$ cat config.mk
export PLATFORM = sky130hd
export DESIGN_NAME = backing_store_map_table_top
export DESIGN_NICKNAME = d
export VERILOG_FILES = /design/src/rtl/bsm_pkg.sv /design/src/rtl/bsm_cell.sv /design/src/rtl/bsm_head.sv /design/src/rtl/backing_store_map_table_top.sv
export VERILOG_INCLUDE_DIRS = /design/src /design/src/rtl
export SDC_FILE = /design/constraint.sdc
export NUM_CORES = 2
export LEC_CHECK = 0
export BUFFER_PORTS_ARGS = -buffer_cell sky130_fd_sc_hd__buf_2
export CAP_MARGIN = 25
export CORE_UTILIZATION = 48
export CTS_CLUSTER_DIAMETER = 40
export CTS_CLUSTER_SIZE = 8
export DETAILED_ROUTE_END_ITERATION = 6
export PLACE_DENSITY = 0.74
export REMOVE_ABC_BUFFERS = 1
export SLEW_MARGIN = 20
export SYNTH_ARGS = -nofsm -noshare
export SYNTH_HDL_FRONTEND = slang
export SYNTH_SLANG_ARGS = --single-unit
$ cat constraint.sdc
create_clock -name clk -period 5.6 [get_ports clk]
set_clock_uncertainty 0.2 [all_clocks]
set_input_delay 0.56 -clock clk [delete_from_list [all_inputs] [get_ports clk]]
set_output_delay 0.56 -clock clk [all_outputs]
set_load 0.01 [all_outputs]
$ cat src/rtl/assert_macros.svh
// Concurrent assertion helpers, sampled on clk, off while rst_n is low.
`ifndef ASSERT_MACROS_SVH
`define ASSERT_MACROS_SVH

// Same-cycle implication.
`define BSM_ASSERT_NOW(label, ante, cons) \
  label: assert property (@(posedge clk) disable iff (!rst_n) (ante) |-> (cons)) \
    else $error("bsm assertion failed");

// Next-cycle implication.
`define BSM_ASSERT_NEXT(label, ante, cons) \
  label: assert property (@(posedge clk) disable iff (!rst_n) (ante) |=> (cons)) \
    else $error("bsm assertion failed");

`endif

$ cat src/rtl/bsm_pkg.sv
`timescale 1ns / 1ps
package bsm_pkg;

  localparam int BASE_W  = 20;
  localparam int SPAN_W  = 9;
  localparam int SEL_W   = 4;
  localparam int PID_W   = 6;
  localparam int ADDR_W  = 32;
  localparam int OFF_W   = 8;
  localparam int FUNC_W  = 3;
  localparam int CMP_W   = 7;
  localparam logic [SPAN_W-1:0] MAX_SPAN = 9'd256;

  typedef enum logic [FUNC_W-1:0] {
    OP_LOOKUP   = 3'd0,
    OP_MAP      = 3'd1,
    OP_UNMAP    = 3'd2,
    OP_GET_PUB  = 3'd3,
    OP_GET_PRIV = 3'd4,
    OP_FREE     = 3'd5,
    OP_MARK     = 3'd6
  } op_t;

  typedef struct packed {
    op_t  op;
    logic hit;
    logic pid_ok;
    logic found;
  } bsm_ctl_t;

  typedef struct packed {
    logic             hit;
    logic [OFF_W-1:0] off;
  } bsm_take_t;

endpackage

$ cat src/rtl/bsm_cell.sv
`timescale 1ns / 1ps
module bsm_cell #(
  parameter int NUM_PROCS = 64
) (
  input  logic                          clk,
  input  logic                          rst_n,
  input  logic                          shift_en,
  input  logic                          d_mapped,
  input  logic                          d_priv,
  input  logic [NUM_PROCS-1:0]          d_mask,
  input  logic [bsm_pkg::BASE_W-1:0]    d_start,
  input  logic [bsm_pkg::SPAN_W-1:0]    d_span,
  output logic                          q_mapped,
  output logic                          q_priv,
  output logic [NUM_PROCS-1:0]          q_mask,
  output logic [bsm_pkg::BASE_W-1:0]    q_start,
  output logic [bsm_pkg::SPAN_W-1:0]    q_span
);
  import bsm_pkg::*;

  logic                 mapped_r;
  logic                 priv_r;
  logic [NUM_PROCS-1:0] mask_r;
  logic [BASE_W-1:0]    start_r;
  logic [SPAN_W-1:0]    span_r;

  always_ff @(posedge clk) begin
    if (!rst_n) begin
      mapped_r <= 1'b0;
      priv_r   <= 1'b0;
      mask_r   <= '0;
      start_r  <= '0;
      span_r   <= '0;
    end else if (shift_en) begin
      mapped_r <= d_mapped;
      priv_r   <= d_priv;
      mask_r   <= d_mask;
      start_r  <= d_start;
      span_r   <= d_span;
    end
  end

  assign q_mapped = mapped_r;
  assign q_priv   = priv_r;
  assign q_mask   = mask_r;
  assign q_start  = start_r;
  assign q_span   = span_r;

endmodule

$ cat src/rtl/bsm_head.sv
`timescale 1ns / 1ps
module bsm_head #(
  parameter int NUM_PROCS = 64,
  parameter int VPN_W     = 20
) (
  input  bsm_pkg::bsm_ctl_t             ctl,
  input  logic [NUM_PROCS-1:0]          pbit,
  input  logic [VPN_W-1:0]              vpno,
  input  logic [bsm_pkg::BASE_W-1:0]    base,
  input  logic [bsm_pkg::SPAN_W-1:0]    cnt,
  input  logic                          e_mapped,
  input  logic                          e_priv,
  input  logic [NUM_PROCS-1:0]          e_mask,
  input  logic [bsm_pkg::BASE_W-1:0]    e_start,
  input  logic [bsm_pkg::SPAN_W-1:0]    e_span,
  output logic                          n_mapped,
  output logic                          n_priv,
  output logic [NUM_PROCS-1:0]          n_mask,
  output logic [bsm_pkg::BASE_W-1:0]    n_start,
  output logic [bsm_pkg::SPAN_W-1:0]    n_span,
  output bsm_pkg::bsm_take_t            take
);
  import bsm_pkg::*;

  localparam int RW = ((VPN_W > BASE_W + 1) ? VPN_W : BASE_W + 1) + 1;

  logic [RW-1:0] vpn_x;
  logic [RW-1:0] start_x;
  logic [RW-1:0] end_x;
  logic [RW-1:0] diff;
  logic          in_range;
  logic          one_user;

  assign vpn_x    = RW'(vpno);
  assign start_x  = RW'(e_start);
  assign end_x    = start_x + RW'(e_span);
  assign diff     = vpn_x - start_x;
  assign in_range = (vpn_x >= start_x) && (vpn_x < end_x);
  assign one_user = (e_mask != '0) && ((e_mask & (e_mask - NUM_PROCS'(1))) == '0);

  always_comb begin
    n_mapped = e_mapped;
    n_priv   = e_priv;
    n_mask   = e_mask;
    n_start  = e_start;
    n_span   = e_span;
    take     = '0;
    unique case (ctl.op)
      OP_LOOKUP: begin
        if (ctl.pid_ok && !ctl.found && e_mapped && ((e_mask & pbit) != '0) && in_range) begin
          take.hit = 1'b1;
          take.off = diff[OFF_W-1:0];
        end
      end
      OP_MAP: begin
        if (ctl.hit && ctl.pid_ok && !e_priv) begin
          n_mapped = 1'b1;
          n_priv   = 1'b0;
          n_mask   = e_mask | pbit;
          n_start  = base;
          n_span   = cnt;
          take.hit = 1'b1;
        end
      end
      OP_UNMAP: begin
        if (ctl.hit && ctl.pid_ok) begin
          if (e_priv || one_user) begin
            n_mapped = 1'b0;
            n_priv   = 1'b0;
            n_mask   = '0;
            n_start  = '0;
            n_span   = '0;
          end else begin
            n_mask = e_mask & ~pbit;
          end
          take.hit = 1'b1;
        end
      end
      OP_GET_PUB: begin
        if (!ctl.found && (!e_mapped || !e_priv)) begin
          take.hit = 1'b1;
        end
      end
      OP_GET_PRIV: begin
        if (!ctl.found && !e_mapped) begin
          take.hit = 1'b1;
        end
      end
      OP_FREE: begin
        if (ctl.hit) begin
          n_mapped = 1'b0;
          n_priv   = 1'b0;
          n_mask   = '0;
          n_start  = '0;
          n_span   = '0;
          take.hit = 1'b1;
        end
      end
      OP_MARK: begin
        if (ctl.hit) begin
          n_priv   = 1'b1;
          take.hit = 1'b1;
        end
      end
      default: begin
      end
    endcase
  end

endmodule

$ cat src/rtl/backing_store_map_table_top.sv
`timescale 1ns / 1ps
// Backing-store map table: NUM_STORES entries held in a ring of cells.
// Input channel (in_valid/in_ready) takes one command word: func, proc_id,
// virt_addr, base_page, store_sel, page_count. Output channel
// (out_valid/out_ready) returns one result word per command: status,
// store_index, page_offset.
// A command rotates the ring once: every cycle the entry at the head cell is
// checked and rewritten, then passed to the tail, until every entry has been
// visited; the result register loads on the last step, or later if the
// output register is still full. A new command is taken only after the
// previous one has left the ring and its result is loaded.
// in_ready is high only while the ring is idle and aligned.
// If the receiver stalls, the finished result waits in the output register;
// a second command may run meanwhile and then holds until that word leaves.
// Synchronous reset clears every entry (unmapped, public, no users, zero
// range) and empties the output register.
module backing_store_map_table_top #(
  parameter int NUM_STORES = 16,
  parameter int NUM_PROCS  = 64,
  parameter int PAGE_BYTES = 4096
) (
  input  logic                          clk,
  input  logic                          rst_n,
  input  logic                          in_valid,
  output logic                          in_ready,
  input  logic [bsm_pkg::FUNC_W-1:0]    in_func,
  input  logic [bsm_pkg::PID_W-1:0]     in_proc_id,
  input  logic [bsm_pkg::ADDR_W-1:0]    in_virt_addr,
  input  logic [bsm_pkg::BASE_W-1:0]    in_base_page,
  input  logic [bsm_pkg::SEL_W-1:0]     in_store_sel,
  input  logic [bsm_pkg::SPAN_W-1:0]    in_page_count,
  output logic                          out_valid,
  input  logic                          out_ready,
  output logic                          out_status,
  output logic [bsm_pkg::SEL_W-1:0]     out_store_index,
  output logic [bsm_pkg::OFF_W-1:0]     out_page_offset
);
  import bsm_pkg::*;
  `include "assert_macros.svh"

  localparam int IW    = (NUM_STORES > 1) ? $clog2(NUM_STORES) : 1;
  localparam int VPN_W = ADDR_W - $clog2(PAGE_BYTES);
  localparam logic [IW-1:0] LAST = IW'(NUM_STORES - 1);

  typedef enum logic [2:0] {
    S_IDLE = 3'b001,
    S_RUN  = 3'b010,
    S_HOLD = 3'b100
  } state_t;

  state_t               state_r, state_nxt;
  logic [IW-1:0]        step_r;
  logic                 found_r;
  logic [IW-1:0]        res_idx_r;
  logic [OFF_W-1:0]     res_off_r;
  op_t                  op_r;
  logic [PID_W-1:0]     pid_r;
  logic [VPN_W-1:0]     vpno_r;
  logic [BASE_W-1:0]    base_r;
  logic [SEL_W-1:0]     sel_r;
  logic [SPAN_W-1:0]    cnt_r;
  logic                 out_valid_r;
  logic                 out_status_r;
  logic [SEL_W-1:0]     out_idx_r;
  logic [OFF_W-1:0]     out_off_r;

  logic                 in_fire;
  logic                 shift_en;
  logic                 out_free;
  logic                 finish;
  logic                 hit_now;
  logic                 res_found;
  logic [IW-1:0]        res_idx;
  logic [OFF_W-1:0]     res_off;
  logic [NUM_PROCS-1:0] pbit;
  bsm_ctl_t             ctl;
  bsm_take_t            take;

  logic                 c_mapped [NUM_STORES];
  logic                 c_priv   [NUM_STORES];
  logic [NUM_PROCS-1:0] c_mask   [NUM_STORES];
  logic [BASE_W-1:0]    c_start  [NUM_STORES];
  logic [SPAN_W-1:0]    c_span   [NUM_STORES];

  logic                 n_mapped;
  logic                 n_priv;
  logic [NUM_PROCS-1:0] n_mask;
  logic [BASE_W-1:0]    n_start;
  logic [SPAN_W-1:0]    n_span;

  assign in_ready  = (state_r == S_IDLE);
  assign in_fire   = in_valid && in_ready;
  assign shift_en  = (state_r == S_RUN);
  assign out_free  = !out_valid_r || out_ready;
  assign finish    = ((state_r == S_RUN) && (step_r == LAST)) || (state_r == S_HOLD);

  assign hit_now   = shift_en && take.hit;
  assign res_found = found_r || hit_now;
  assign res_idx   = hit_now ? step_r : res_idx_r;
  assign res_off   = hit_now ? take.off : res_off_r;

  assign pbit       = NUM_PROCS'(1) << pid_r;
  assign ctl.op     = op_r;
  assign ctl.hit    = (CMP_W'(step_r) == CMP_W'(sel_r));
  assign ctl.pid_ok = (CMP_W'(pid_r) < CMP_W'(NUM_PROCS));
  assign ctl.found  = found_r;

  generate
    for (genvar i = 0; i < NUM_STORES; i++) begin : g_ring
      if (i == NUM_STORES - 1) begin : g_tail
        bsm_cell #(.NUM_PROCS(NUM_PROCS)) u_cell (
          .clk(clk), .rst_n(rst_n), .shift_en(shift_en),
          .d_mapped(n_mapped), .d_priv(n_priv), .d_mask(n_mask),
          .d_start(n_start), .d_span(n_span),
          .q_mapped(c_mapped[i]), .q_priv(c_priv[i]), .q_mask(c_mask[i]),
          .q_start(c_start[i]), .q_span(c_span[i])
        );
      end else begin : g_mid
        bsm_cell #(.NUM_PROCS(NUM_PROCS)) u_cell (
          .clk(clk), .rst_n(rst_n), .shift_en(shift_en),
          .d_mapped(c_mapped[i+1]), .d_priv(c_priv[i+1]), .d_mask(c_mask[i+1]),
          .d_start(c_start[i+1]), .d_span(c_span[i+1]),
          .q_mapped(c_mapped[i]), .q_priv(c_priv[i]), .q_mask(c_mask[i]),
          .q_start(c_start[i]), .q_span(c_span[i])
        );
      end
    end
  endgenerate

  bsm_head #(.NUM_PROCS(NUM_PROCS), .VPN_W(VPN_W)) u_head (
    .ctl(ctl), .pbit(pbit), .vpno(vpno_r), .base(base_r), .cnt(cnt_r),
    .e_mapped(c_mapped[0]), .e_priv(c_priv[0]), .e_mask(c_mask[0]),
    .e_start(c_start[0]), .e_span(c_span[0]),
    .n_mapped(n_mapped), .n_priv(n_priv), .n_mask(n_mask),
    .n_start(n_start), .n_span(n_span), .take(take)
  );

  always_comb begin
    state_nxt = state_r;
    unique case (state_r)
      S_IDLE: if (in_fire) state_nxt = S_RUN;
      S_RUN: begin
        if (step_r == LAST) state_nxt = out_free ? S_IDLE : S_HOLD;
      end
      S_HOLD: if (out_free) state_nxt = S_IDLE;
      default: state_nxt = S_IDLE;
    endcase
  end

  always_ff @(posedge clk) begin
    if (!rst_n) begin
      state_r     <= S_IDLE;
      step_r      <= '0;
      out_valid_r <= 1'b0;
    end else begin
      state_r <= state_nxt;
      if (shift_en) begin
        step_r <= (step_r == LAST) ? '0 : step_r + IW'(1);
      end
      if (finish && out_free) begin
        out_valid_r <= 1'b1;
      end else if (out_ready) begin
        out_valid_r <= 1'b0;
      end
    end
  end

  always_ff @(posedge clk) begin
    if (in_fire) begin
      op_r      <= op_t'(in_func);
      pid_r     <= in_proc_id;
      vpno_r    <= in_virt_addr[ADDR_W-1 -: VPN_W];
      base_r    <= in_base_page;
      sel_r     <= in_store_sel;
      cnt_r     <= (in_page_count > MAX_SPAN) ? MAX_SPAN : in_page_count;
      found_r   <= 1'b0;
      res_idx_r <= '0;
      res_off_r <= '0;
    end else if (shift_en && take.hit) begin
      found_r   <= 1'b1;
      res_idx_r <= step_r;
      res_off_r <= take.off;
    end
    if (finish && out_free) begin
      out_status_r <= !res_found;
      out_idx_r    <= SEL_W'(res_idx);
      out_off_r    <= res_off;
    end
  end

  assign out_valid       = out_valid_r;
  assign out_status      = out_status_r;
  assign out_store_index = out_idx_r;
  assign out_page_offset = out_off_r;

  `BSM_ASSERT_NOW(a_idle_aligned, state_r == S_IDLE, step_r == '0)
  `BSM_ASSERT_NEXT(a_accept_runs, in_fire, (state_r == S_RUN) && (step_r == '0))
  `BSM_ASSERT_NEXT(a_stall_holds, (state_r == S_RUN) && (step_r == LAST) && !out_free,
                   state_r == S_HOLD)
  `BSM_ASSERT_NOW(a_ring_still, state_r != S_RUN, !shift_en)

endmodule
=== Word-level counts from Yosys, hierarchy flattened ===
Index checks and enable logic that the tools add are counted.

* Bits in registers: 1616
* Bits of input ports: 78
* Output and inout bits: 15
* Word-level logic and storage cells: 194

* Add/sub/neg operators: 4
* $lt $le $gt $ge: 3
* Eq/ne operators: 14
* Shift operators: 1
* Muxes and demuxes: 43
* Bitwise operators: 5
* Reduce and logical (&&, ||, !) cells: 29

{| class="wikitable"
|+ Operators with widths
! cell !! number
|-
| two-way mux 64 bit || 4
|-
| AND 64 bit || 3
|-
| case mux 64 bit (3 select lines) || 1
|-
| nonzero test 64 bit || 2
|-
| two-way mux 20 bit || 4
|-
| logical NOT 64 bit || 1
|-
| inverter 64 bit || 1
|-
| OR 64 bit || 1
|-
| left shift 1 x 6 -> 64 bit (first input constant) || 1
|-
| subtractor 64 x 1 -> 64 bit (second input constant) || 1
|-
| case mux 20 bit (3 select lines) || 1
|-
| two-way mux 9 bit || 5
|-
| case mux 9 bit (3 select lines) || 1
|-
| adder 20 x 9 -> 21 bit || 1
|-
| < comparator 20 x 21 -> 1 bit || 1
|-
| greater-or-equal comparator 20 bit || 1
|-
| two-way mux 8 bit || 2
|-
| two-way mux 1 bit || 15
|-
| == test 3 bit (second input constant) || 4
|-
| logical AND 1 bit || 12
|-
| two-way mux 3 bit || 4
|-
| == test 3 x 2 -> 1 bit (second input constant) || 3
|-
| > comparator 9 bit (second input constant) || 1
|-
| case mux 3 bit (3 select lines) || 1
|-
| other kinds (17) || 28
|}

=== Depth between registers and ports, before layout ===
* Depth in word-level cells: 10
* Gate-level depth with buffers: 23
* Mapped depth without buffers: 22

=== Cells and area by module ===
From an unflattened synthesis, not the netlist that was laid out.

* Cell total of the unflattened synthesis: 6046
* Area total of the unflattened synthesis: 67128.1 um^2

{| class="wikitable"
|+ By module, submodules not included
! module !! times used !! cells each !! area each (um^2)
|-
| bsm_cell || 16 || 306 || 3618.5
|-
| bsm_head || 1 || 866 || 5466.5
|-
| backing_store_map_table_top || 1 || 284 || 3766.1
|}

=== Worst setup path before layout ===
No wires, ideal clock.

* Path type: flip-flop to flip-flop
* Start point: register g_ring[0].g_mid.u_cell.start_r[1]
* End point: register res_idx_r[3]
* Library setup time: 0.258 ns
* Arrival time: 4.460 ns
* Required time: 5.142 ns
* Slack: 0.682 ns
* Cell stages (with the launch flop): 23
* Cell sequence: dfxtp_1 ha_1 a21o_1 a21oi_1 o21ai_0 a21oi_1 o21bai_1 a21oi_1 o21ba_2 nor2_1 xnor2_1 ha_1 and4_1 nand3_1 or4_1 a21boi_0 o2111ai_1 a22oi_1 nor3_1 nor2_1 clkbuf_1 mux2_2 nor2b_1

* Word-level cells in the longest chain between the ends: 8

{| class="wikitable"
|+ Ends and longest elaborated chain
! element !! line !! RTL
|-
| from (decl) || bsm_cell.sv:24 || <nowiki>logic [BASE_W-1:0] start_r;</nowiki>
|-
| from (signal assigned) || bsm_cell.sv:38 || <nowiki>start_r <= d_start;</nowiki>
|-
| adder 20 x 9 -> 21 bit || bsm_head.sv:36 || <nowiki>assign end_x = start_x + RW'(e_span);</nowiki>
|-
| < comparator 20 x 21 -> 1 bit || bsm_head.sv:38 || <nowiki>assign in_range = (vpn_x >= start_x) && (vpn_x < end_x);</nowiki>
|-
| logical AND 1 bit * || bsm_head.sv:38 ||
|-
| logical AND 1 bit * || bsm_head.sv:50 || <nowiki>if (ctl.pid_ok && !ctl.found && e_mapped && ((e_mask & pbit) != '0) && in_range) begin</nowiki>
|-
| two-way mux 9 bit * || bsm_head.sv:50 ||
|-
| case mux 1 bit (5 select lines) * || bsm_head.sv:48 || <nowiki>unique case (ctl.op)</nowiki>
|-
| logical AND 1 bit * || - ||
|-
| two-way mux 4 bit * || - ||
|-
| named net res_idx[3] || backing_store_map_table_top.sv:73 || <nowiki>logic [IW-1:0] res_idx;</nowiki>
|-
| to (signal assigned) || backing_store_map_table_top.sv:181 || <nowiki>res_idx_r <= step_r;</nowiki>
|-
| to (decl) || backing_store_map_table_top.sv:54 || <nowiki>logic [IW-1:0] res_idx_r;</nowiki>
|}

Mark *: on every way through the listed nets, which the timed path passes. The rest lies on a longest branch.
A chain may end at the register's enable or synchronous reset.

=== Worst setup path after layout ===
* Start point: register g_ring[0].g_mid.u_cell.start_r[1]
* End point: register out_idx_r[3] (netlist: out_store_index[3]) (data pin)

* Word-level cells in the longest chain between the ends: 8

{| class="wikitable"
|+ Ends and longest elaborated chain
! element !! line !! RTL
|-
| adder 20 x 9 -> 21 bit || bsm_head.sv:36 ||
|-
| < comparator 20 x 21 -> 1 bit || bsm_head.sv:38 ||
|-
| logical AND 1 bit * || bsm_head.sv:38 ||
|-
| logical AND 1 bit * || bsm_head.sv:50 ||
|-
| two-way mux 9 bit * || bsm_head.sv:50 ||
|-
| case mux 1 bit (5 select lines) * || bsm_head.sv:48 ||
|-
| logical AND 1 bit * || backing_store_map_table_top.sv:97 || <nowiki>assign hit_now = shift_en && take.hit;</nowiki>
|-
| two-way mux 4 bit * || - ||
|-
| named net res_idx[3] || backing_store_map_table_top.sv:73 ||
|-
| to (signal assigned) || backing_store_map_table_top.sv:186 || <nowiki>out_idx_r <= SEL_W'(res_idx);</nowiki>
|-
| to (decl) || backing_store_map_table_top.sv:64 || <nowiki>logic [SEL_W-1:0] out_idx_r;</nowiki>
|}

Marked as above.

==> flow_summary.json <==
{
  "route.detailed.drc": 1,
  "post_cts_buffers": 0,
  "n_antenna_cell": 0,
  "crit_start": "g_ring[0].g_mid.u_cell.q_start[1]",
  "fmax_mhz": 201,
  "hold_class": "in -> reg",
  "drive_gt1_share_pct": 6.36,
  "syn_area_mm2": 0.0634,
  "fillers": 11800,
  "crit_chain": "ha_1 -> a21o_1 -> a21oi_1 -> o21ai_0 -> a21oi_1 -> o21bai_1 -> a21oi_1 -> o21ba_2 -> nor2_1 -> xnor2_1 -> ha_1 -> and4_1 -> nand3_1 -> or4_1 -> a21boi_0 -> o2111ai_1 -> a22oi_1 -> nor3_1 -> nor2_2 -> mux2_2",
  "worst_r2r_path_depth": 20,
  "drt-pass1-iter-count": 7,
  "core-area_mm2": 0.131,
  "worst_slew_pin_slew_ps": 999,
  "hp-start": "rst_n",
  "hold_end": "g_ring[7].g_mid.u_cell.q_start[14]",
  "grt_first_pass_wirelength_mm": 230,
  "ys_warn_count": 0,
  "leakage_uw": 0.0236,
  "clock-sinks": 1616,
  "overflow": 0,
  "end_kind": "register",
  "crit_family": "compound AO/OA/AOI/OAI gates",
  "ys_seq_area_share_pct": 52.2,
  "slew_viol_final": 0,
  "cts-htree-levels": 4,
  "place_congestion": 0.914,
  "r2r_slack_ps": 620,
  "multi_input_area_mm2": 0.0280,
  "clockBufferDepth": 3,
  "die-area_mm2": 0.134,
  "final_cell_mix": "2958 x nand2_1, 1541 x dfxtp_1, 1433 x a21boi_0",
  "cts_buffers": 235,
  "postSynthAreaPerCell_um2": 8.42,
  "pin_count": 93,
  "rsz0062_at_grt": "no",
  "gr-usage-all-layers_pct": 20.6,
  "regArea_mm2": 0.0331,
  "period_share_pct": 88.9,
  "cts.clk_slew.worst_paths_ps": 50,
  "preCtsSetupSlack_ps": 293,
  "area_delta_synth_final_pct": 13.9,
  "fin_ws_ps": 621,
  "synth_edf_count": 75,
  "ys_async_sr_fraction_pct": 0,
  "status": "finished with violations",
  "worst-path-buf-inv": 0,
  "ir_worst_vdd_mv": 0.286,
  "dp.cells": 8877,
  "setup.worst_path.start_class": "register",
  "p_per_area_mw_per_mm2": 357,
  "dp_hpwl_mm": 82.0,
  "cts_tree": "yes",
  "synth_cells": 7532,
  "post_drt_wl_per_cell_um": 15.0,
  "reg2reg_from": "g_ring[0].g_mid.u_cell.q_start[1]",
  "rr_endpoint": "out_store_index[3]",
  "max_stage_delay_ps": 410,
  "ys.flop_type": "dfxtp_1",
  "violations": "design-rule violations",
  "maxCapViolCount": 0,
  "hold_viol": 0,
  "rows": 133,
  "crit_top_cell": "a21oi_1",
  "setup_viol": 0,
  "cp.required_ps": 5970,
  "layout.nets": 7563,
  "start_util_pct": 48.3,
  "setup_tns_ps": 0,
  "final_antenna_net_count": 0,
  "port_buffers": 80,
  "drtIter0Drc": 3573,
  "first_global_vias": 46300,
  "grt_max_degree": 241,
  "crit_arrival_ps": 5350,
  "ys_types": 78,
  "fp.dieH_um": 365,
  "antenna_found_initial": 2,
  "hold_depth": 2,
  "final_common_cell": "nand2_1",
  "final_cells": 9266,
  "clkLatencyLatePin_ps": 820,
  "viasPerCell": 5.26,
  "crit_path_max_fanout": 6,
  "vias": 48700,
  "ys_ff_latch": 1616,
  "crit_slowest_cell": "or4_1",
  "dieWidth_um": 365,
  "wirelength_mm": 139,
  "max_slew_margin_pct": 33.4,
  "period_needed_ps": 4980,
  "cts_root_buf": "clkbuf_16",
  "critical_path_class": "reg -> reg"
}
[cells by family after synthesis]
kind of cell    share of synthesized area (%)
compound gates                           22.1
xor+xnor                                0.359
fa+ha+maj                                1.16
buf+inv                                  3.80
flops                                    52.2
mux                                     0.201
simple gates                             20.2
[stage by stage]
stage                     power [uW]  util [%]  hold slack [ps]  cell area (um^2)
final                          25800      55.0             42.6             72200
after global routing           26700      55.0             84.1             72200
after CTS                      26100      55.0             60.9             72200
after detailed placement       13200      49.3              253             64700
after global placement         13200      49.3              245             64700
after floorplan                12700         -              238             61200
[worst max-delay path by stage]
stage	slack (ps)	end	depth (start not counted)
finish	620	out_store_index[3]	20
global route	180	res_off_r[1]	21
CTS	280	res_off_r[5]	21
detailed placement	290	res_off_r[5]	21
global placement	320	res_off_r[6]	21
floorplan	-47870	g_ring[15].g_tail.u_cell.q_mask[11]	6
[where the power goes]
group / internal, uW / switching [uW] / total, uW
Sequential: 11700 / 91.1 / 11800
Combinational: 361 / 821 / 1180
Clock: 7920 / 4850 / 12800
[layout make-up]
| type | count | area share (%) |
|---|---|---|
| flip-flops and latches | 1616 | 45.8 |
| multi-input cells | 5293 | 38.7 |
| clock buffers | 289 | 8.76 |
| well taps | 1755 | 3.04 |
| repair buffers | 232 | 2.82 |
| clock inverters | 29 | 0.592 |
| inverters | 52 | 0.270 |
[Yosys cell counts (15+ instances only)]
master	count	area (um^2)
buf_1	15	56.3
o211ai_1	18	135
nor2b_1	26	163
o21ai_0	129	646
clkbuf_1	546	2050
a21boi_0	1433	10800
and3_1	30	188
xnor2_1	17	149
inv_1	52	195
o2111ai_1	28	245
nor3_1	34	170
nor2_1	79	297
nand2_1	2958	11100
o21ai_1	20	100
ha_1	53	663
a21oi_1	119	596
a221oi_1	34	298
a31oi_1	22	138
a21boi_1	25	188
dfxtp_1	1541	30800
nand3_1	29	145
a211oi_1	26	195
edfxtp_1	75	2250
[repair_timing]
item | 4_1_cts | 5_1_grt
resized for setup | 0 | 2
setup endpoints to repair | 0 | 7
endpoints found under the hold margin | 68 | 0
hold buffers | 68 | 0
[flip-flops by register name, indices dropped and copies added (netlist names), 15 cells and up]
name / cells
g_ring.g_tail.u_cell.q_start: 20
base_r: 20
g_ring.g_mid.u_cell.q_start: 300
g_ring.g_tail.u_cell.q_mask: 64
vpno_r: 20
g_ring.g_mid.u_cell.q_priv: 15
g_ring.g_mid.u_cell.q_span: 135
g_ring.g_mid.u_cell.q_mapped: 15
g_ring.g_mid.u_cell.q_mask: 960
[per-layer routing]
metal	track usage, %	part of all wire (%)	vias up
met5	0	0.017	-
met4	6.88	2.5	4
met3	3.57	4.3	258
met2	34.7	48	815
met1	26.5	46	23000
li1	-	-	24600
Power figures use the tool's default switching activity.
